`config.mk`:
```
export PLATFORM = sky130hd
export DESIGN_NAME = h264_nal_fragmenter
export DESIGN_NICKNAME = d
export VERILOG_FILES = /design/src/hdl/h264nf_pkg.sv /design/src/hdl/h264_nal_fragmenter.sv /design/src/hdl/h264nf_front.sv /design/src/hdl/h264nf_queue.sv /design/src/hdl/h264nf_back.sv
export SDC_FILE = /design/constraint.sdc
export NUM_CORES = 1
export LEC_CHECK = 0
export ABC_CLOCK_PERIOD_IN_PS = 12750
export BUFFER_PORTS_ARGS = -buffer_cell sky130_fd_sc_hd__buf_2
export CAP_MARGIN = 20
export CORE_MARGIN = 2
export CORE_UTILIZATION = 55
export DETAILED_ROUTE_END_ITERATION = 6
export PLACE_DENSITY = 0.85
export SLEW_MARGIN = 20
export SYNTH_ARGS = -nofsm -noshare
export SYNTH_HDL_FRONTEND = slang
export SYNTH_SLANG_ARGS = --single-unit
export TNS_END_PERCENT = 1
```
`constraint.sdc`:
```
create_clock -name clock -period 12.75 [get_ports clock]
set_input_delay 0.6375 -clock clock [delete_from_list [all_inputs] [get_ports clock]]
set_output_delay 0.6375 -clock clock [all_outputs]
set_load 0.01 [all_outputs]
```
`src/hdl/h264nf_pkg.sv`:
```
// shared types and constants of the h264 nal fragmenter
package h264nf_pkg;

   localparam int MTU_W        = 11;
   localparam int LEN_W        = 16;
   localparam int TS_W         = 32;
   localparam int CSR_INDEX_W  = 2;
   localparam int CSR_DATA_W   = 11;
   localparam int QUEUE_DEPTH  = 2;
   localparam int MAX_PACKETS  = 60;
   localparam int CNT_W        = $clog2(MAX_PACKETS);

   localparam logic [MTU_W-1:0] MTU_RESET = 11'd1436;
   localparam logic [MTU_W-1:0] MTU_FLOOR = 11'd1100;
   localparam logic [MTU_W-1:0] FU_BYTES  = 11'd2;
   localparam logic [4:0]       FU_A_TYPE = 5'd28;

   // register indexes on the csr port
   localparam logic [CSR_INDEX_W-1:0] CSR_MTU_SIZE        = 2'd0;
   localparam logic [CSR_INDEX_W-1:0] CSR_USE_DECODE_TIME = 2'd1;

   typedef struct packed {
      logic [7:0]       nal_header;
      logic [LEN_W-1:0] nal_length;
      logic             last_nal;
      logic [TS_W-1:0]  decode_time;
      logic [TS_W-1:0]  composition_offset;
   } req_type;

   typedef struct packed {
      logic             has_fu_bytes;
      logic [7:0]       fu_indicator;
      logic [7:0]       fu_header;
      logic [LEN_W-1:0] payload_offset;
      logic [LEN_W-1:0] payload_length;
      logic [MTU_W-1:0] packet_length;
      logic             marker;
      logic [TS_W-1:0]  timestamp;
      logic             last_packet;
   } rsp_type;

   // one classified nal unit, handed from front to back
   typedef struct packed {
      logic             single;
      logic [7:0]       fu_indicator;
      logic [4:0]       nal_type;
      logic [LEN_W-1:0] nal_length;
      logic [LEN_W-1:0] remain;
      logic [MTU_W-1:0] chunk;
      logic [MTU_W-1:0] mtu;
      logic             last_nal;
      logic [TS_W-1:0]  timestamp;
   } job_type;

   typedef struct packed {
      logic full;
      logic empty;
   } q_status_type;

endpackage

```
`src/hdl/h264_nal_fragmenter.sv`:
```
// top level of the h264 nal fragmenter (fu-a packet descriptors)
//
//   channel   dir   handshake              payload
//   req       in    req_valid/req_ready    req_data   (nal unit descriptor)
//   rsp       out   rsp_valid/rsp_ready    rsp_data   (packet descriptor)
//   csr       in    csr_valid/csr_ready    csr_index, csr_data
//
// the back sequencer first loads a job from the queue, then emits one packet word per
// cycle while rsp_ready does not hold the output, up to 60 packet words per nal unit
// reset is synchronous; it empties the queue and output register and sets
// mtu_size to 1436 and use_decode_time to 0
// the front keeps accepting while the two-entry job queue has room
// rsp_ready low holds the output word and pauses the sequencer
module h264_nal_fragmenter #(
   parameter int QUEUE_DEPTH = h264nf_pkg::QUEUE_DEPTH
) (
   input  logic                                clock,
   input  logic                                reset,
   input  logic                                req_valid,
   output logic                                req_ready,
   input  h264nf_pkg::req_type                 req_data,
   output logic                                rsp_valid,
   input  logic                                rsp_ready,
   output h264nf_pkg::rsp_type                 rsp_data,
   input  logic                                csr_valid,
   output logic                                csr_ready,
   input  logic [h264nf_pkg::CSR_INDEX_W-1:0]  csr_index,
   input  logic [h264nf_pkg::CSR_DATA_W-1:0]   csr_data
);
   import h264nf_pkg::*;

   q_status_type q_status;
   logic         q_push;
   logic         q_pop;
   job_type      push_job;
   job_type      pop_job;

   h264nf_front u_front (
      .clock     (clock),
      .reset     (reset),
      .req_valid (req_valid),
      .req_ready (req_ready),
      .req_data  (req_data),
      .csr_valid (csr_valid),
      .csr_ready (csr_ready),
      .csr_index (csr_index),
      .csr_data  (csr_data),
      .q_status  (q_status),
      .q_push    (q_push),
      .q_job     (push_job)
   );

   h264nf_queue #(
      .DEPTH (QUEUE_DEPTH)
   ) u_queue (
      .clock    (clock),
      .reset    (reset),
      .push     (q_push),
      .push_job (push_job),
      .pop      (q_pop),
      .pop_job  (pop_job),
      .status   (q_status)
   );

   h264nf_back u_back (
      .clock     (clock),
      .reset     (reset),
      .q_status  (q_status),
      .q_job     (pop_job),
      .q_pop     (q_pop),
      .rsp_valid (rsp_valid),
      .rsp_ready (rsp_ready),
      .rsp_data  (rsp_data)
   );

endmodule

```
`src/hdl/h264nf_front.sv`:
```
// front end: csr registers, input acceptance and nal unit classification
module h264nf_front (
   input  logic                                clock,
   input  logic                                reset,
   input  logic                                req_valid,
   output logic                                req_ready,
   input  h264nf_pkg::req_type                 req_data,
   input  logic                                csr_valid,
   output logic                                csr_ready,
   input  logic [h264nf_pkg::CSR_INDEX_W-1:0]  csr_index,
   input  logic [h264nf_pkg::CSR_DATA_W-1:0]   csr_data,
   input  h264nf_pkg::q_status_type            q_status,
   output logic                                q_push,
   output h264nf_pkg::job_type                 q_job
);
   import h264nf_pkg::*;

   logic [MTU_W-1:0] mtu_size_ff, mtu_size_in;
   logic             use_dts_ff, use_dts_in;
   logic [MTU_W-1:0] mtu;
   logic [MTU_W-1:0] chunk;

   assign csr_ready = 1'b1;

   always_comb begin
      mtu_size_in = mtu_size_ff;
      use_dts_in  = use_dts_ff;
      if (csr_valid) begin
         unique case (csr_index)
            CSR_MTU_SIZE:        mtu_size_in = csr_data;
            CSR_USE_DECODE_TIME: use_dts_in  = csr_data[0];
            default: ;
         endcase
      end
   end

   always_ff @(posedge clock) begin
      if (reset) begin
         mtu_size_ff <= MTU_RESET;
         use_dts_ff  <= 1'b0;
      end else begin
         mtu_size_ff <= mtu_size_in;
         use_dts_ff  <= use_dts_in;
      end
   end

   // small mtu values are raised to the floor
   assign mtu   = (mtu_size_ff < MTU_FLOOR) ? MTU_FLOOR : mtu_size_ff;
   assign chunk = mtu - FU_BYTES;

   assign req_ready = !q_status.full;
   assign q_push    = req_valid && req_ready;

   always_comb begin
      q_job.single       = req_data.nal_length <= LEN_W'(mtu);
      q_job.fu_indicator = {req_data.nal_header[7:5], FU_A_TYPE};
      q_job.nal_type     = req_data.nal_header[4:0];
      q_job.nal_length   = req_data.nal_length;
      // bytes left after the header byte and the start fragment
      q_job.remain       = req_data.nal_length - LEN_W'(1) - LEN_W'(chunk);
      q_job.chunk        = chunk;
      q_job.mtu          = mtu;
      q_job.last_nal     = req_data.last_nal;
      q_job.timestamp    = use_dts_ff ? req_data.decode_time
                                      : req_data.decode_time + req_data.composition_offset;
   end

endmodule

```
`src/hdl/h264nf_queue.sv`:
```
// short job queue between front and back
module h264nf_queue #(
   parameter int DEPTH = h264nf_pkg::QUEUE_DEPTH
) (
   input  logic                      clock,
   input  logic                      reset,
   input  logic                      push,
   input  h264nf_pkg::job_type       push_job,
   input  logic                      pop,
   output h264nf_pkg::job_type       pop_job,
   output h264nf_pkg::q_status_type  status
);
   import h264nf_pkg::*;

   localparam int PTR_W = (DEPTH > 1) ? $clog2(DEPTH) : 1;
   localparam int CNT_Q = $clog2(DEPTH + 1);

   job_type          entry_ff [DEPTH];
   logic [PTR_W-1:0] wr_ptr_ff, wr_ptr_in;
   logic [PTR_W-1:0] rd_ptr_ff, rd_ptr_in;
   logic [CNT_Q-1:0] count_ff, count_in;

   function automatic logic [PTR_W-1:0] next_ptr(input logic [PTR_W-1:0] p);
      return (p == PTR_W'(DEPTH - 1)) ? '0 : p + 1'b1;
   endfunction

   assign status.full  = (count_ff == CNT_Q'(DEPTH));
   assign status.empty = (count_ff == '0);
   assign pop_job      = entry_ff[rd_ptr_ff];

   always_comb begin
      wr_ptr_in = push ? next_ptr(wr_ptr_ff) : wr_ptr_ff;
      rd_ptr_in = pop  ? next_ptr(rd_ptr_ff) : rd_ptr_ff;
      count_in  = count_ff;
      if (push && !pop)      count_in = count_ff + 1'b1;
      else if (pop && !push) count_in = count_ff - 1'b1;
   end

   always_ff @(posedge clock) begin
      if (reset) begin
         wr_ptr_ff <= '0;
         rd_ptr_ff <= '0;
         count_ff  <= '0;
      end else begin
         wr_ptr_ff <= wr_ptr_in;
         rd_ptr_ff <= rd_ptr_in;
         count_ff  <= count_in;
      end
   end

   always_ff @(posedge clock) begin
      if (push) entry_ff[wr_ptr_ff] <= push_job;
   end

endmodule

```
`src/hdl/h264nf_back.sv`:
```
// back end: walks one nal unit and emits one packet word per cycle while the output is not held
module h264nf_back (
   input  logic                      clock,
   input  logic                      reset,
   input  h264nf_pkg::q_status_type  q_status,
   input  h264nf_pkg::job_type       q_job,
   output logic                      q_pop,
   output logic                      rsp_valid,
   input  logic                      rsp_ready,
   output h264nf_pkg::rsp_type       rsp_data
);
   import h264nf_pkg::*;

   localparam logic [CNT_W-1:0] MID_LIMIT = CNT_W'(MAX_PACKETS - 1);

   logic             busy_ff, busy_in;
   logic             first_ff, first_in;
   logic [CNT_W-1:0] cnt_ff, cnt_in;
   logic             rsp_valid_ff, rsp_valid_in;
   job_type          job_ff, job_in;
   logic [LEN_W-1:0] off_ff, off_in;
   logic [LEN_W-1:0] rem_ff, rem_in;
   rsp_type          rsp_ff, rsp_in;
   logic             advance;
   logic             emit;

   assign advance   = !rsp_valid_ff || rsp_ready;
   assign emit      = busy_ff && advance;
   assign q_pop     = !busy_ff && !q_status.empty;
   assign rsp_valid = rsp_valid_ff;
   assign rsp_data  = rsp_ff;

   always_comb begin
      busy_in  = busy_ff;
      first_in = first_ff;
      cnt_in   = cnt_ff;
      job_in   = job_ff;
      off_in   = off_ff;
      rem_in   = rem_ff;
      rsp_in   = rsp_ff;

      rsp_in.timestamp    = job_ff.timestamp;
      rsp_in.fu_indicator = job_ff.fu_indicator;
      rsp_in.has_fu_bytes = 1'b1;
      rsp_in.marker       = 1'b0;
      rsp_in.last_packet  = 1'b0;

      if (q_pop) begin
         busy_in  = 1'b1;
         first_in = 1'b1;
         cnt_in   = '0;
         job_in   = q_job;
         rem_in   = q_job.remain;
      end else if (emit) begin
         if (job_ff.single) begin
            rsp_in.has_fu_bytes   = 1'b0;
            rsp_in.fu_indicator   = 8'h00;
            rsp_in.fu_header      = 8'h00;
            rsp_in.payload_offset = '0;
            rsp_in.payload_length = job_ff.nal_length;
            rsp_in.packet_length  = job_ff.nal_length[MTU_W-1:0];
            rsp_in.marker         = job_ff.last_nal;
            rsp_in.last_packet    = 1'b1;
            busy_in               = 1'b0;
         end else if (first_ff) begin
            // start fragment skips the nal header byte
            rsp_in.fu_header      = {3'b100, job_ff.nal_type};
            rsp_in.payload_offset = LEN_W'(1);
            rsp_in.payload_length = LEN_W'(job_ff.chunk);
            rsp_in.packet_length  = job_ff.mtu;
            off_in                = LEN_W'(1) + LEN_W'(job_ff.chunk);
            first_in              = 1'b0;
            cnt_in                = CNT_W'(1);
         end else if (rem_ff > LEN_W'(job_ff.chunk) && cnt_ff < MID_LIMIT) begin
            rsp_in.fu_header      = {3'b000, job_ff.nal_type};
            rsp_in.payload_offset = off_ff;
            rsp_in.payload_length = LEN_W'(job_ff.chunk);
            rsp_in.packet_length  = job_ff.mtu;
            off_in                = off_ff + LEN_W'(job_ff.chunk);
            rem_in                = rem_ff - LEN_W'(job_ff.chunk);
            cnt_in                = cnt_ff + 1'b1;
         end else begin
            rsp_in.fu_header      = {3'b010, job_ff.nal_type};
            rsp_in.payload_offset = off_ff;
            rsp_in.payload_length = rem_ff;
            rsp_in.packet_length  = rem_ff[MTU_W-1:0] + FU_BYTES;
            rsp_in.marker         = job_ff.last_nal;
            rsp_in.last_packet    = 1'b1;
            busy_in               = 1'b0;
         end
      end

      if (emit)           rsp_valid_in = 1'b1;
      else if (rsp_ready) rsp_valid_in = 1'b0;
      else                rsp_valid_in = rsp_valid_ff;
   end

   always_ff @(posedge clock) begin
      if (reset) begin
         busy_ff      <= 1'b0;
         first_ff     <= 1'b0;
         cnt_ff       <= '0;
         rsp_valid_ff <= 1'b0;
      end else begin
         busy_ff      <= busy_in;
         first_ff     <= first_in;
         cnt_ff       <= cnt_in;
         rsp_valid_ff <= rsp_valid_in;
      end
   end

   always_ff @(posedge clock) begin
      job_ff <= job_in;
      off_ff <= off_in;
      rem_ff <= rem_in;
      if (emit) rsp_ff <= rsp_in;
   end

`ifndef SYNTHESIS
   a_cnt_bound: assert property (@(posedge clock) disable iff (reset)
      cnt_ff <= MID_LIMIT)
      else $error("fragment count past limit");

   a_last_ends_job: assert property (@(posedge clock) disable iff (reset)
      emit && rsp_in.last_packet |=> !busy_ff)
      else $error("sequencer still busy after last packet");

   a_fu_length: assert property (@(posedge clock) disable iff (reset)
      rsp_valid_ff && rsp_ff.has_fu_bytes |->
         rsp_ff.packet_length == rsp_ff.payload_length[MTU_W-1:0] + FU_BYTES)
      else $error("fu packet length mismatch");

   a_no_pop_busy: assert property (@(posedge clock) disable iff (reset)
      q_pop |=> busy_ff && first_ff)
      else $error("job load did not start sequencer");
`endif

endmodule

```
Yosys cells after proc, flatten, opt, wreduce, memory -nomap -nowiden
Memories as Yosys holds them, arrays and structs flattened. A register that Yosys moved wholly into a read port is not among the register bits.
Index checks and enable logic that the tools add are counted.
{"block": "totals", "reg_bits": 236, "memories": 1, "ram_bits": 192, "output_inout_bits": 97}
{"block": "op_classes", "bitwise_logic": 2, "reduce_logical": 30, "n_eq_ne": 6, "magnitude_cmp": 4, "muxes": 39, "add_sub_neg": 13}
{"memory": "u_queue.entry_ff", "depth": 2, "word_bits": 96, "read_ports": 1, "rd_ports_with_merged_regs": 1, "wr": 1, "line_no": "h264nf_queue.sv:18", "text": "job_type entry_ff [DEPTH];"}
{"operator": "2-to-1 mux 16 bit", "count": 7}
{"operator": "2-to-1 mux 60 bit", "count": 1}
{"operator": "2-to-1 mux 52 bit", "count": 1}
{"operator": "2-to-1 mux 51 bit", "count": 1}
{"operator": "2-to-1 mux 50 bit", "count": 1}
{"operator": "adder 32 bit", "count": 1}
{"operator": "2-to-1 mux 32 bit", "count": 1}
{"operator": "subtractor 16 x 11 -> 16 bit", "count": 2}
{"operator": "2-to-1 mux 1 bit", "count": 21}
{"operator": "adder 16 x 11 -> 16 bit", "count": 1}
{"operator": "greater-than comparator 16 x 11 -> 1 bit", "count": 1}
{"operator": "less-or-equal comparator 16 x 11 -> 1 bit", "count": 1}
{"operator": "subtractor 16 x 1 -> 16 bit (second input constant)", "count": 1}
{"operator": "adder 1 x 11 -> 12 bit (first input constant)", "count": 1}
{"operator": "2-to-1 mux 6 bit", "count": 2}
{"operator": "adder 11 x 2 -> 11 bit (second input constant)", "count": 1}
{"operator": "less-than comparator 11 bit (second input constant)", "count": 1}
{"operator": "2-to-1 mux 11 bit", "count": 1}
{"operator": "subtractor 11 x 2 -> 11 bit (second input constant)", "count": 1}
{"operator": "nonzero test 2 bit", "count": 5}
{"operator": "2-to-1 mux 9 bit", "count": 1}
{"operator": "AND reduction 2 bit", "count": 4}
{"operator": "AND reduction 4 bit", "count": 2}
{"operator": "adder 6 x 1 -> 6 bit (second input constant)", "count": 1}
{"operator": "17 further kinds", "count": 34}

Longest topological paths before layout
Gate-level depths: netlist of run 1.
{"block": "depth", "ltp_word": 7, "mapped_depth": 15, "ltp_nobuf": 15}

Modules after synthesis
From an unflattened synthesis of run 1, not the netlist that was laid out.
{"block": "unflattened", "hier_cells": 1479, "hier_area_um2": 20410.8}
{"mod": "h264nf_back", "seq_area_each_um2": 6486.2, "n_inst": 1, "cells_per_inst": 640, "area_per_inst_um2": 9291.4}
{"mod": "h264nf_queue", "seq_area_each_um2": 6165.9, "n_inst": 1, "cells_per_inst": 336, "area_per_inst_um2": 7524.7}
{"mod": "h264nf_front", "seq_area_each_um2": 240.2, "n_inst": 1, "cells_per_inst": 503, "area_per_inst_um2": 3594.7}

Worst setup path before layout of run 1
Ideal clock, no wire load.
{"block": "synth_timing", "path_type": "input port to flip-flop", "from": "in req_valid", "to": "mem u_queue.entry_ff[0][0] in the netlist's numbering (enable)", "setup_time_ns": 0.549, "n_path_buf": 0, "cell_stages": 2, "arrival_time_ns": 4.683, "setup_slack_ns": 7.518, "cell_sequence": "nand2_1 nor2_1"}
{"block": "synth_between", "elab_chain_cells": 3}
{"element": "start: declaration", "line_no": "h264_nal_fragmenter.sv:19", "text": "input logic req_valid,"}
{"element": "logical AND 1 bit", "line_no": "h264nf_front.sv:52", "text": "assign q_push = req_valid && req_ready;"}
{"element": "2-to-1 mux 1 bit", "line_no": "h264nf_queue.sv:52", "text": "if (push) entry_ff[wr_ptr_ff] <= push_job;"}
{"element": "2-to-1 mux 1 bit (not written as such)", "line_no": "h264nf_queue.sv:52"}
{"element": "end: declaration", "line_no": "h264nf_queue.sv:18"}
Every way passes these cells.

==> reports/results.md, run 1 <==
| Parameter | This run | Unit |
| --- | --- | --- |
| First element of the critical path | u_front.mtu_size_ff[4] | - |
| Number of post-CTS setup repair buffers | 0 | - |
| Die footprint | 36700 | µm² |
| Post-synthesis cell count | 1475 | - |
| Count of state elements after synthesis | 414 | - |
| Router iterations before antenna repair | 5 | - |
| Io pins | 204 | - |
| Number of remaining DRC errors | 0 | - |
| Peak clock frequency supported by timing | 251 | MHz |
| Worst-margin pin slew | 1.02 | ns |
| Clk network pwr share | 24.4 | % |
| Post-synthesis instance area | 19400 | µm² |
| Share of post-route cells with drive strength above 1 | 22.0 | % |
| Post-DP HPWL | 28600 | µm |
| Post-Place Setup Slack | 8.90 | ns |
| Ratio of routed vias to standard cells | 5.73 | - |
| Final Wtd Congestion | 0.935 | - |
| Clock sinks | 414 | - |
| Hold crit path type | input port to flip-flop | - |
| Number of max-slew violations in the final report | 0 | - |
| Global-route wire length before repair | 65800 | µm |
| Worst Setup Slack, final | 8.76 | ns |
| Total number of vias | 12500 | - |
| Post-cts sizing count | 0 | - |
| Max-slew headroom | 31.8 | % |
| Total Negative Setup Slacks | 0 | ns |
| Unrepaired setup endpoints after global routing | false | - |
| IR Drop Worst-Case VDD | 0.000129 | V |
| Clock period minus worst slack | 3.99 | ns |
| Final hold violation count | 0 | - |
| Die height | 192 | µm |
| Post-synth top area share | 60.1 | % |
| Cell chosen for the clock root | clkbuf_16 | - |
| Run status | finished, final reports clean | - |
| 1st-iter DRT viols | 1020 | - |
| RR Startpoint | u_front.mtu_size_ff[4] | - |
| Dominant synthesized flop cell | edfxtp_1 | - |
| Net switching power of the design | 1.65 | mW |
| Maximum number of pins on one net before global-route repair | 65 | - |
| Fill cells | 2476 | - |
| Warnings, synthesis | 0 | - |
| Category of the worst setup path launch point | flip-flop | - |
| Detailed-route wire length | 42000 | µm |
| CP Max Fanout | 7 | - |
| Sequential group share of total power | 45.0 | % |
| Hold-fix buffer count after cts | 0 | - |
| Cell count of the worst reg-to-reg path | 15 | - |
| Type of the setup path with the least slack | flip-flop to flip-flop | - |
| Total area of multi-input combinational cells | 6790 | µm² |
| Asr flop ratio synth | 0 | % |
| Data required time of the critical path | 13.03 | ns |
| Combinational share of power | 30.6 | % |
| Site Rows | 68 | - |
| Area growth, synth to finish | 14.9 | % |
| Reported leakage power | 8.29 | nW |
| CORE AREA | 34600 | µm² |
| H-tree lvl count | 2 | - |
| Die width | 192 | µm |
| Switching share of power | 32.4 | % |
| Max Buffers Root-to-Sink | 3 | - |
| Detail-routed net length per standard cell | 19.3 | µm |
| Number of distinct library cell variants in the gate-level netlist after synthesis | 68 | - |
| Minimum setup slack among reg-to-reg paths | 8.76 | ns |
| Clock latency at the later pin of the worst-skew pair | 0.55 | ns |
| Start point of the worst hold path | req_data[81] | - |
| Clock transition at path regs | 0.06 | ns |
| Endpoint of the most critical setup path | u_queue.entry_ff[1][69] | - |
| Number of buffers added on ports | 199 | - |
| CTS Buf Count | 41 | - |
| Sequential element share of the synthesized area | 62.8 | % |
| Count of endpoints failing setup in the final report | 0 | - |
| CTS tree | built | - |
| Most frequent cells in the layout | edfxtp_1, buf_2, nand2_1, o21ai_0 | - |
| Setup skew after layout | 0.0157 | ns |
| Register cell area after layout | 12200 | µm² |
| Number of antenna violations at the first check in global routing | 6 | - |
| Post-synthesis area per instance | 13.1 | µm² |
| Power per unit of standard cell area | 229 | nW/µm² |
| Most area-consuming cells after synthesis | edfxtp_1, ha_1, mux2_2, dfxtp_1, o21ai_0 | - |
| Max-cap violation count | 0 | - |
| Internal Power | 3.44 | mW |
| Initial core utilization | 55.9 | % |
| Via count of the first global-routing pass | 12600 | - |
| Element type at the critical path end | flip-flop | - |
| # nets final | 1876 | - |
| Remaining antenna violation count after routing | 0 | - |
| Arrival time of data at the critical path endpoint | 4.26 | ns |
| Global-route congestion overflow total | 0 | - |
| Gr usage total | 23.0 | % |
| Library cell occupying the most area in the post-synthesis netlist | edfxtp_1 | - |
| R2r endpoint | u_queue.entry_ff[1][69] | - |
| Part of the cycle the worst path needs | 31.3 | % |
| Commonest non-fill, non-tap cell in the layout | edfxtp_1 | - |
| Count of flip-flops with a built-in enable after synthesis | 388 | - |
-- worst max-delay path, cell delays in order (launching register included) --
cell and delay [ns]:
dfxtp_1 0.37, nor2_1 0.17, a21boi_0 0.13, o41a_1 0.42, nand2_1 0.27, ha_1 0.25, nor3b_1 0.25, xnor2_1 0.19
ha_1 0.31, o21a_1 0.20, o21ai_0 0.21, a21o_1 0.13, a21oi_1 0.10, o31ai_1 0.40, nand3_1 0.15, xnor2_1 0.17
-- logic make-up after synthesis --
group,count (synthesis),share of synthesized area (%)
AOI/OAI and AO/OA,284,9.36
xor gates and xnor gates,87,3.93
adders and majority gates,85,5.64
buffers and inverters,114,2.44
DFF,414,62.8
muxes,114,6.41
other,2,0.0388
and+or+nand+nor,375,9.34
-- power by group through the flow --
stage	registers, mW	logic, mW	clock network (mW)
after floorplan	2.30	1.08	0
after global placement	2.29	1.49	0
after detailed placement	2.31	1.54	0
after CTS	2.29	1.56	1.26
after global routing	2.33	1.72	1.31
final	2.29	1.56	1.24
-- synth_stat cells, drive strengths merged, types with 4 or more instances --
cell	count
or2	4
a211o	10
a41oi	6
ha	81
and2	25
xnor2	50
o21a	16
xor2	37
nor3	26
a21o	14
a211oi	17
buf	16
a21oi	69
nand2b	16
o21ai	96
mux2i	33
fa	4
a31oi	11
edfxtp	388
o211ai	8
a21boi	4
o31ai	9
nor2b	28
nand3	25
nand2	120
and3	16
clkbuf	37
nor4	8
inv	60
mux2	81
or3	5
nor2	82
dfxtp	26
nand4	7
-- stage by stage --
stage | instances | hold WS (ns) | cell area (µm²) | utilization (%) | power [mW]
final | 2175 | 0.292 | 22300 | 64.3 | 5.09
after global routing | 2174 | 0.278 | 22300 | 64.3 | 5.37
after global placement | 2096 | 0.401 | 20800 | 60.2 | 3.78
after floorplan | 1483 | 0.400 | 19400 | - | 3.38
after CTS | 2172 | 0.272 | 22300 | 64.3 | 5.12
after detailed placement | 2096 | 0.405 | 20900 | 60.2 | 3.86
-- registers in the layout, summed over array words and instances (netlist names), 2 cells and up, named ones only --
| signal | flops |
|---|---|
| u_queue.count_ff | 2 |
| u_back.off_ff | 16 |
| u_back.rem_ff | 16 |
| u_front.mtu_size_ff | 11 |
| u_back.job_ff | 79 |
| u_back.rsp_data | 87 |
| u_back.cnt_ff | 6 |
| u_queue.entry_ff | 190 |
-- final cells by class --
| cell class | count | area share [%] |
|---|---|---|
| inverters | 61 | 1.03 |
| well taps | 455 | 2.56 |
| clock inverters | 23 | 1.14 |
| diodes | 3 | 0.0337 |
| clock buffers | 53 | 5.14 |
| repair buffers | 211 | 4.88 |
| flip-flops and latches | 414 | 54.7 |
| multi-input cells | 955 | 30.5 |
-- metal layers --
metal / vias up / GRT usage, % / share of wire (%)
met5: - / 0 / 0.093
met4: 6 / 8.55 / 3.4
met1: 5995 / 29.6 / 41
li1: 5898 / - / -
met2: 467 / 39.0 / 49
met3: 97 / 4.22 / 6.4
-- how the worst min path moves through the flow --
stage,slack (ns),to,depth (start not counted)
CTS,0.27,u_queue.entry_ff[0][87],1
floorplan,0.40,u_back.rsp_data[10],0
detailed placement,0.40,u_back.rsp_data[21],0
global placement,0.40,u_back.rsp_data[12],0
finish,0.29,u_queue.entry_ff[1][87],1
global route,0.28,u_queue.entry_ff[0][87],1
Note: power is estimated with default switching activity, not from simulation.
==> inputs of run 2 (changes only) <==
--- a/config.mk
+++ b/config.mk
@@ -5,13 +5,13 @@
 export SDC_FILE = /design/constraint.sdc
 export NUM_CORES = 1
 export LEC_CHECK = 0
-export ABC_CLOCK_PERIOD_IN_PS = 12750
+export ABC_CLOCK_PERIOD_IN_PS = 3200
 export BUFFER_PORTS_ARGS = -buffer_cell sky130_fd_sc_hd__buf_2
 export CAP_MARGIN = 20
 export CORE_MARGIN = 2
-export CORE_UTILIZATION = 55
+export CORE_UTILIZATION = 53
 export DETAILED_ROUTE_END_ITERATION = 6
-export PLACE_DENSITY = 0.85
+export PLACE_DENSITY = 0.86
 export SLEW_MARGIN = 20
 export SYNTH_ARGS = -nofsm -noshare
 export SYNTH_HDL_FRONTEND = slang
==> constraint.sdc (replaced) <==
create_clock -name clock -period 3.2 [get_ports clock]
set_input_delay 0.16 -clock clock [delete_from_list [all_inputs] [get_ports clock]]
set_output_delay 0.16 -clock clock [all_outputs]
set_load 0.01 [all_outputs]
==> run 2 against run 1 <==
The run now ends with negative setup slack left. Count of clock-buffer cells in the layout fell by 4. First-iteration DRC count is 7.7% lower. Sequential power rose to 3.9 times the previous value. Critical path depth unchanged. Total power rose to 4.1 times the previous value. Fmax increased by 23%. Routed wire length up 3.3%. Critical path type unchanged. Highest routed layer is now met4.
==> reports/results.md, run 2 (synthesized netlist as in run 1, its figures left out) <==
| Parameter | This run | Unit |
| --- | --- | --- |
| Max Buffers Root-to-Sink | 3 | - |
| Met2 Use GR | 39.1 | % |
| Most Frequent Cell on Critical Path | ha_4 | - |
| Final Wtd Congestion | 0.891 | - |
| Peak clock frequency supported by timing | 309 | MHz |
| Io pins | 204 | - |
| CORE AREA | 36300 | µm² |
| End-of-flow core utilization | 65.0 | % |
| Post-DP HPWL | 29500 | µm |
| H-tree lvl count | 2 | - |
| Clock sinks | 414 | - |
| CP Max Fanout | 2 | - |
| CTS Buf Count | 41 | - |
| WHS Path Cells | 3 | - |
| Cell chosen for the clock root | clkbuf_16 | - |
| Element type at the critical path end | flip-flop | - |
| Total area of multi-input combinational cells | 6960 | µm² |
| Met3 Resource Use GR | 3.64 | % |
| Clock period minus worst slack | 3.24 | ns |
| Arrival time of data at the critical path endpoint | 3.60 | ns |
| Global-route congestion overflow total | 0 | - |
| Gr usage total | 22.6 | % |
| Site Rows | 70 | - |
| Final hold violation count | 0 | - |
| Data required time of the critical path | 3.56 | ns |
| Placed cell area | 21300 | µm² |
| Flip-flop count of the largest register after layout | 190 | - |
| Cell chain of the critical path | nor2_4 > a21boi_2 > o41a_1 > nand2_2 > ha_4 > nor3b_4 > xnor2_2 > ha_4 > o21a_1 > o21ai_2 > a21oi_2 > o211ai_1 > a31oi_2 > nor4_2 > xor2_1 | - |
| Die footprint | 38100 | µm² |
| Setup skew after layout | 0.0178 | ns |
| Commonest non-fill, non-tap cell in the layout | edfxtp_1 | - |
| Category of the worst setup path launch point | flip-flop | - |
| Clock transition at path regs | 0.06 | ns |
| Part of the cycle the worst path needs | 101 | % |
| Max-slew headroom | 38.7 | % |
| Clock latency at the later pin of the worst-skew pair | 0.54 | ns |
| Bufs and invs on worst path | 0 | - |
| Number of buffers added on ports | 199 | - |
| Initial core utilization | 53.4 | % |
| Fill cells | 2603 | - |
| Max-cap violation count | 0 | - |
| Type of the setup path with the least slack | flip-flop to flip-flop | - |
| Worst-margin pin slew | 0.919 | ns |
| Maximum number of pins on one net before global-route repair | 55 | - |
| Total Negative Setup Slacks | -0.149 | ns |
| Pwr Total | 20.7 | mW |
| Final instance area | 23600 | µm² |
| Power per unit of standard cell area | 878 | nW/µm² |
| Unrepaired setup endpoints after global routing | true | - |
| Hold crit path type | input port to flip-flop | - |
| Total number of vias | 12900 | - |
| Largest register by flop count | u_queue.entry_ff | - |
| Area growth, synth to finish | 21.6 | % |
| Crit-path max cell delay | 0.41 | ns |
| Detailed-route wire length | 43300 | µm |
| Total placed cells including tap cells | 2157 | - |
| IR Drop Worst-Case VDD | 0.000462 | V |
| Via count of the first global-routing pass | 12900 | - |
| Register cell area after layout | 12200 | µm² |
| Reported leakage power | 8.86 | nW |
| Final cell count without fillers | 2306 | - |
| Slowest cell on the critical path | o41a_1 | - |
| Number of max-slew violations in the final report | 0 | - |
| Number of antenna violations at the first check in global routing | 1 | - |
| Remaining antenna violation count after routing | 0 | - |
| Global-route wire length before repair | 67800 | µm |
| Ratio of routed vias to standard cells | 5.61 | - |
| Depth of the critical timing path with buffers and inverters included | 15 | - |
| Failing checks | negative setup slack | - |
| Worst Setup Slack, final | -0.0403 | ns |
| Router iterations before antenna repair | 5 | - |
| Run status | complete, but fails checks | - |
| Busiest metal layer after global routing | met2 | - |
| CTS tree | built | - |
| Share of post-route cells with drive strength above 1 | 25.6 | % |
| Die width | 195 | µm |
| Detail-routed net length per standard cell | 18.8 | µm |
| Count of endpoints failing setup in the final report | 4 | - |
| Largest delay share family, worst path | compound AO/OA/AOI/OAI gates | - |
| M1 GR Usage | 28.8 | % |
| Die height | 195 | µm |
| Most frequent cells in the layout | edfxtp_1, buf_2, nand2_1, o21ai_0, mux2_2 | - |
| 1st-iter DRT viols | 941 | - |
| Number of remaining DRC errors | 0 | - |
| Cell count of the worst reg-to-reg path | 15 | - |
| # nets final | 1999 | - |
-- run 2: changes by cell type in the layout (fill, tap and decap cells not counted), moves of 4 or more --
cell           before  now
nor2_1             80   75
clkinvlp_4          0    5
dlygate4sd3_1       0   59
buf_4              12   70
o21ai_0            91   87
ha_1               81   77
buf_12              0    6
nor2_4              1    5
-- run 2: worst min-delay path, stage by stage --
cell and delay (ns):
buf_2 0.10, nand2_1 0.05, o21ai_0 0.11
-- run 2: worst paths after layout --
kind | from | endpoint | slack, ns
max | u_front.mtu_size_ff[4] | u_queue.entry_ff[1][70] | -0.04
max reg2reg | u_front.mtu_size_ff[4] | u_queue.entry_ff[1][70] | -0.04
min | req_data[48] | u_queue.entry_ff[0][16] | 0.01
min reg2reg | u_back.job_ff[17] | u_back.rsp_data[18] | 0.42
-- run 2: repair_timing --
action | CTS | global route
hold buffers | 59 | 0
buffers inserted | 15 | 1
hold endpoints to repair | 110 | 0
gates resized for setup | 19 | 24
endpoints found under the setup margin | 10 | 21
pin swaps | 15 | 21
-- run 2: per-stage QoR --
stage               hold WS (ns)  setup slack (ns)
finish                    0.0126           -0.0403
global route              0.0417            -0.184
CTS                     0.000178           -0.0303
detailed placement         0.352            -0.205
global placement           0.347            -0.183
floorplan                  0.259            -0.409
-- run 2: cell type report --
class,count,share of cell area [%]
Antenna cell,1,0.0106
Clock buffer,49,4.61
Clock inverter,24,1.22
Inverter,61,0.977
Multi-Input combinational cell,955,29.5
Sequential cell,414,51.7
Tap cell,468,2.49
Timing Repair Buffer,334,9.47
-- run 2: routing by layer --
layer	vias up	wire length (µm)
li1	6159	-
met1	6217	17900
met2	466	21400
met3	97	2590
met4	0	1410
met5	-	0
-- run 2: report_power, final --
part	total, mW	switching [mW]	leakage [nW]	internal (mW)
Sequential	8.99	0.691	3.83	8.30
Clock	4.91	1.99	0.656	2.91
Combinational	6.80	4.03	4.37	2.77
Total	20.7	6.71	8.86	14.0
==> inputs of run 3 (changes only) <==
--- a/config.mk
+++ b/config.mk
@@ -5,7 +5,7 @@
 export SDC_FILE = /design/constraint.sdc
 export NUM_CORES = 1
 export LEC_CHECK = 0
-export ABC_CLOCK_PERIOD_IN_PS = 3200
+export ABC_CLOCK_PERIOD_IN_PS = 2800
 export BUFFER_PORTS_ARGS = -buffer_cell sky130_fd_sc_hd__buf_2
 export CAP_MARGIN = 20
 export CORE_MARGIN = 2
==> constraint.sdc (replaced) <==
create_clock -name clock -period 2.8 [get_ports clock]
set_input_delay 0.14 -clock clock [delete_from_list [all_inputs] [get_ports clock]]
set_output_delay 0.14 -clock clock [all_outputs]
set_load 0.01 [all_outputs]
==> run 3 against run 2 <==
Cell count grew 2.3%. Critical endpoint unchanged. Sequential power grew 13%. Global-route usage grew 1.2 points. Sequential cell count is the same. Sequential share of layout area shrank 1.2 points. Via count grew 3.1%. The run still ends with negative setup slack left. Critical path depth shrank 1.
==> reports/results.md, run 3 (synthesized netlist as in run 1, its figures left out) <==
| Parameter | This run | Unit |
| --- | --- | --- |
| Final hold violation count | 0 | - |
| Number of buffers added on ports | 199 | - |
| Setup skew after layout | 0.0140 | ns |
| Global-route congestion overflow total | 0 | - |
| Count of endpoints failing setup in the final report | 21 | - |
| Met3 Resource Use GR | 5.18 | % |
| Hold crit path type | input port to flip-flop | - |
| CP Max Fanout | 3 | - |
| Max-cap violation count | 0 | - |
| Final Wtd Congestion | 0.920 | - |
| Final instance area | 24100 | µm² |
| First element of the critical path | u_front.mtu_size_ff[4] | - |
| Area growth, synth to finish | 24.4 | % |
| # nets final | 2051 | - |
| Element type at the critical path end | flip-flop | - |
| Worst Setup Slack, final | -0.549 | ns |
| Detail-routed net length per standard cell | 19.5 | µm |
| Post-Place Setup Slack | -0.698 | ns |
| Io pins | 204 | - |
| Total number of vias | 13300 | - |
| Share of post-route cells with drive strength above 1 | 28.6 | % |
| Total placed cells including tap cells | 2211 | - |
| Die footprint | 38100 | µm² |
| Die width | 195 | µm |
| Hold slack | 0.0363 | ns |
| Clock period minus worst slack | 3.35 | ns |
| Power per unit of standard cell area | 1000 | nW/µm² |
| Max-slew headroom | 56.4 | % |
| Part of the cycle the worst path needs | 120 | % |
| Ratio of routed vias to standard cells | 5.66 | - |
| Router iterations before antenna repair | 6 | - |
| Most frequent cells in the layout | edfxtp_1, buf_2, nand2_1, buf_4, mux2_2 | - |
| Failing checks | negative setup slack | - |
| Initial core utilization | 53.4 | % |
| IR Drop Worst-Case VDD | 0.000611 | V |
| Pwr Total | 24.2 | mW |
| Global-route wire length before repair | 71000 | µm |
| Most Frequent Cell on Critical Path | ha_4 | - |
| Category of the worst setup path launch point | flip-flop | - |
| Clock transition at path regs | 0.06 | ns |
| Site Rows | 70 | - |
| Commonest non-fill, non-tap cell in the layout | edfxtp_1 | - |
| Busiest metal layer after global routing | met2 | - |
| Maximum number of pins on one net before global-route repair | 64 | - |
| Largest register by flop count | u_queue.entry_ff | - |
| Run status | complete, but fails checks | - |
| Type of the setup path with the least slack | flip-flop to flip-flop | - |
| Cell chain of the critical path | nor2_4 > a21boi_2 > o41a_1 > nand2_2 > ha_4 > nor3b_4 > xnor2_2 > ha_4 > nor3_2 > nand2_1 > o211ai_1 > a31oi_1 > nor4_1 > xor2_1 | - |
| CTS tree | built | - |
| Crit-path max cell delay | 0.42 | ns |
| Flip-flop count of the largest register after layout | 190 | - |
| M1 GR Usage | 29.4 | % |
| Reported leakage power | 9.17 | nW |
| Clock sinks | 414 | - |
| Unrepaired setup endpoints after global routing | true | - |
| Peak clock frequency supported by timing | 299 | MHz |
| Data required time of the critical path | 3.09 | ns |
| H-tree lvl count | 2 | - |
| Worst-margin pin slew | 0.652 | ns |
| Die height | 195 | µm |
| Cell chosen for the clock root | clkbuf_16 | - |
| Placed cell area | 21700 | µm² |
| Start point of the worst hold path | reset | - |
| End-of-flow core utilization | 66.5 | % |
| Slowest cell on the critical path | o41a_1 | - |
| CTS Buf Count | 42 | - |
| Remaining antenna violation count after routing | 0 | - |
| Max Buffers Root-to-Sink | 3 | - |
| Clock latency at the later pin of the worst-skew pair | 0.56 | ns |
| CORE AREA | 36300 | µm² |
| Arrival time of data at the critical path endpoint | 3.64 | ns |
| Number of antenna violations at the first check in global routing | 1 | - |
| Number of max-slew violations in the final report | 0 | - |
| RR Startpoint | u_front.mtu_size_ff[4] | - |
| Final cell count without fillers | 2359 | - |
| Total Negative Setup Slacks | -6.59 | ns |
| Number of remaining DRC errors | 0 | - |
| Gr usage total | 23.8 | % |
| Post-DP HPWL | 30600 | µm |
| Via count of the first global-routing pass | 13600 | - |
| 1st-iter DRT viols | 1088 | - |
| Detailed-route wire length | 46000 | µm |
| Fill cells | 2522 | - |
| Met2 Use GR | 40.4 | % |
[run 3: cell count changes in the layout (fill, tap and decap cells not counted), moves of 4 or more]
cell and delta:
dlygate4sd3_1 +6, o21ai_0 -9, a21oi_2 +5, clkinv_2 +4, buf_4 +42, a21oi_1 -5, o21ai_1 +7
[run 3: final timing paths]
check	endpoint	depth (start not counted)	slack, ns
max	u_queue.entry_ff[1][70]	14	-0.55
min	u_queue.count_ff[0]	2	0.04
max reg2reg	u_queue.entry_ff[1][70]	14	-0.55
min reg2reg	u_back.rsp_data[16]	0	0.41
[run 3: timing repair]
| action | in CTS | in global routing |
|---|---|---|
| setup endpoints to repair | 57 | 100 |
| hold buffers | 65 | 0 |
| pin swaps | 17 | 24 |
| gates resized for setup | 32 | 44 |
| buffers inserted | 3 | 4 |
| hold endpoints to repair | 127 | 0 |
[run 3: routing by layer]
metal | routed length (µm) | vias to the layer above
li1 | - | 6259
met1 | 18300 | 6414
met2 | 22600 | 546
met3 | 3300 | 127
met4 | 1780 | 0
met5 | 0 | -
[run 3: area by class of cell]
class,instances,area (µm²),area share [%]
multi-input cells,955,7080,29.4
inverters,61,230,0.955
repair buffers,385,2660,11.0
diodes,1,2.50,0.0104
flip-flops and latches,414,12200,50.5
clock inverters,24,274,1.14
well taps,468,586,2.43
clock buffers,51,1090,4.54
[run 3: report_power, final]
group	internal (mW)	switching [mW]
logic	3.49	4.84
clock network	3.27	2.35
registers	9.48	0.757
[run 3: worst max-delay path: cells and delay by family, from the launching register on]
family                   cells  cell delay [ns]
flip-flops                   1             0.33
adder cells (fa/ha/maj)      2             0.32
XOR/XNOR                     2             0.25
AO/OA/AOI/OAI                4             0.94
AND/OR/NAND/NOR              6             1.23
